### src/sv/qmnf_pkg.sv
`default_nettype none

package qmnf_pkg;

  localparam int NODE_W  = 12;
  localparam int QUERY_W = 10;
  localparam int NBR_W   = 12;
  localparam int NFACES  = 4;

  typedef logic [NODE_W-1:0] node_t;

  // corners 0..3 sit from the lowest bit up
  typedef struct packed {
    node_t d;
    node_t c;
    node_t b;
    node_t a;
  } cell_t;

  typedef struct packed {
    node_t s1;
    node_t s0;
  } seg_t;

  typedef struct packed {
    node_t r;
    node_t s;
  } face_t;

  typedef face_t [NFACES-1:0] face_set_t;

  typedef enum logic [1:0] {
    OP_LOAD_CELL = 2'd0,
    OP_LOAD_SEG  = 2'd1,
    OP_QUERY     = 2'd2,
    OP_CLEAR     = 2'd3
  } op_t;

  // write strobes toward the stores
  typedef struct packed {
    logic cell_we;
    logic seg_we;
  } store_we_t;

  // faces over corners 0-1, 1-3, 3-2, 2-0
  function automatic face_set_t cell_faces(cell_t c);
    face_set_t fs;
    fs[0].r = c.a;
    fs[0].s = c.b;
    fs[1].r = c.b;
    fs[1].s = c.d;
    fs[2].r = c.d;
    fs[2].s = c.c;
    fs[3].r = c.c;
    fs[3].s = c.a;
    return fs;
  endfunction

endpackage

`default_nettype wire

### src/sv/qmnf_face_cmp.sv
`default_nettype none

// compares the four query faces against four candidate faces
module qmnf_face_cmp
  import qmnf_pkg::*;
(
  input  face_set_t          qry,
  input  face_set_t          cand,
  output logic [NFACES-1:0]  hit
);

  always_comb begin
    hit = '0;
    for (int f = 0; f < NFACES; f++) begin
      for (int g = 0; g < NFACES; g++) begin
        if ((qry[f].r == cand[g].r || qry[f].r == cand[g].s) &&
            (qry[f].s == cand[g].r || qry[f].s == cand[g].s)) begin
          hit[f] = 1'b1;
        end
      end
    end
  end

endmodule

`default_nettype wire

### config.mk
export PLATFORM = sky130hd
export DESIGN_NAME = qmnf_face_cmp
export DESIGN_NICKNAME = d
export VERILOG_FILES = /design/src/sv/qmnf_pkg.sv /design/src/sv/qmnf_face_cmp.sv
export SDC_FILE = /design/constraint.sdc
export NUM_CORES = 1
export LEC_CHECK = 0
export BUFFER_PORTS_ARGS = -buffer_cell sky130_fd_sc_hd__buf_2
export CORE_MARGIN = 3
export CORE_UTILIZATION = 40
export DETAILED_ROUTE_END_ITERATION = 10
export GPL_TIMING_DRIVEN = 0
export SETUP_SLACK_MARGIN = 0.02
export SLEW_MARGIN = 25
export SYNTH_ARGS = -nofsm -noshare
export SYNTH_HDL_FRONTEND = slang
export SYNTH_SLANG_ARGS = --single-unit
export TNS_END_PERCENT = 10
### constraint.sdc
create_clock -name vclk -period 0.9
set_input_delay 0.045 -clock vclk [all_inputs]
set_output_delay 0.045 -clock vclk [all_outputs]
set_load 0.1 [all_outputs]
==> flow_summary.json <==
{
  "die_h_um": 166,
  "cp_data_required_time_ps": 850,
  "worstSetupPathType": "input port to primary output",
  "clockBufferCount": 0,
  "grt_usage": 0.346,
  "first_pass_iters": 5,
  "via_per_inst": 6.18,
  "p_switching_mw": 3.77,
  "status": "complete, but fails checks",
  "slew_headroom": 0.748,
  "hold_ws_ps": 971,
  "grt_max_degree": 9,
  "die_w_um": 166,
  "antenna_cells": 0,
  "coreArea_um2": 25300,
  "seq_area_um2": 0,
  "wirelength_mm": 50.7,
  "synth_area_um2": 10300,
  "avgSynthCellArea_um2": 8.32,
  "critPathLaunchType": "input port",
  "synth_top_family_by_area": "XOR/XNOR gates",
  "fmax_ghz": 0.665,
  "power_mw": 7.07,
  "maxCapViolations": 0,
  "seq_area_frac_synth": 0,
  "hold_viol_final": 0,
  "route.detailed.drc": 0,
  "fp.dieArea_um2": 27700,
  "switching_share": 0.533,
  "post_dp_cell_area_um2": 11000,
  "design.seq.count": 0,
  "synth.area.top_cells": "xnor2_1, buf_6, nand4_1",
  "p_comb_frac": 1.000,
  "end_kind": "primary output",
  "antenna_found_initial": 0,
  "worst_slack_ps": -603,
  "p_clk_frac": 0,
  "finalMaxSlewViolations": 0,
  "fin_crit_sh": 1.67,
  "detail-route-antenna-nets": 0,
  "routedWlPerCell_um": 32.2,
  "ios": 196,
  "crit_arrival_ps": 1460,
  "report.final.setup_viol": 4,
  "ir_drop_uv": 381,
  "worst_slew_pin_slew_ps": 376,
  "grt_remaining_overflow": 0,
  "intPower_mw": 3.30,
  "vias": 9717,
  "synth_top_area_share": 0.654,
  "place_congestion": 1.07,
  "dp_hpwl_mm": 36.2,
  "yosysWarnings": 0,
  "synth.mux.area_fraction": 0,
  "synth_xor_area_frac": 0.654,
  "fp-row-count": 58,
  "hold_class": "input port to primary output",
  "yosysUniqueCellTypes": 7,
  "yosysMostFrequentCell": "xnor2_1",
  "min_period_ps": 1500,
  "fill_cells": 2555,
  "synthAdderAreaFrac": 0,
  "first_global_vias": 9752,
  "powerDensity_nw_per_um2": 622,
  "endpoint": "hit[2]",
  "synth_cells": 1236,
  "first_iter_violations": 1215,
  "synth_common_cells": "xnor2_1, nand4_1, buf_6",
  "syn_nets": 1428,
  "final_util": 0.450,
  "multi_input_area_um2": 8620,
  "port_buffers": 4,
  "layout.nets": 1437,
  "p_seq_frac": 0,
  "p_leak_nw": 3.07,
  "rsz0062_at_grt": "true",
  "final_cell_area_um2": 11400,
  "synth_simple_gate_area_frac": 0.152,
  "worstPathMaxFanout": 8,
  "grt_first_pass_wirelength_mm": 70.1,
  "violations": "negative setup slack",
  "initial_core_util": 0.407,
  "synth_compound_area_frac": 0.00973,
  "final_layout_size_suffix_gt1_frac": 0.192,
  "startpoint": "cand[24]",
  "synth_top_area_cell": "xnor2_1",
  "holdBufCountCts": 0,
  "area_growth_pct": 10.4
}
## through the flow
stage	std cells	worst slack (ps)	TNS (ps)
2_1_floorplan	1236	-631	-2520
6_report	1573	-603	-2120
3_3_place_gp	1570	-888	-3110
4_1_cts	1573	-527	-1940
3_5_place_dp	1570	-853	-3050
5_1_grt	1573	-610	-2170
## critical path, cell delays in order
cell and delay (ps):
buf_6 140, xnor2_1 180, nand4_1 270, nor3_1 320
o22ai_1 100, nand4_1 190, buf_12 200
## routing by layer
metal / GRT usage / share of wire / wire (um) / vias up
met5: 0 / 0 / 0 / -
met3: 0.0376 / 0.095 / 4830 / 205
met2: 0.537 / 0.43 / 21700 / 784
li1: - / - / - / 4040
met1: 0.442 / 0.38 / 19500 / 4688
met4: 0.255 / 0.091 / 4630 / 0
## cell families after synthesis
| group | Yosys count |
|---|---|
| XOR/XNOR | 768 |
| AND/OR/NAND/NOR | 260 |
| buffers and inverters | 192 |
| AO/OA/AOI/OAI | 16 |
## layout make-up
type,instances,share of cell area
Multi-Input combinational cell,1044,0.759
Buffer,192,0.196
Timing Repair Buffer,7,0.00859
Tap cell,330,0.0363
## worst min-delay path by stage
stage,start,endpoint,slack (ps),depth (start not counted)
floorplan,cand[87],hit[3],1290,6
global placement,qry[26],hit[1],990,7
detailed placement,qry[26],hit[1],980,7
CTS,qry[26],hit[1],950,7
global route,qry[26],hit[1],1020,7
finish,qry[26],hit[1],970,7
## power groups by stage
stage / registers (mW) / logic [mW] / clock network [mW]
CTS: 0 / 6.87 / 0
detailed placement: 0 / 6.76 / 0
finish: 0 / 7.07 / 0
global route: 0 / 7.35 / 0
floorplan: 0 / 5.27 / 0
global placement: 0 / 6.67 / 0
## cells in the final DEF, fill, tap and decap left out, drive strengths merged
cell type / netlist / layout
xnor2: 768 / 768
nand4: 196 / 196
buf: 192 / 199
nor3: 64 / 64
o22ai: 16 / 16
## what timing repair did
action                                  4_1_cts  5_1_grt
resized for setup                            47       21
endpoints found under the setup margin        4        4
pin swaps                                    28       11
setup buffers                                 3        0
Note: power is estimated with default switching activity, not from simulation.
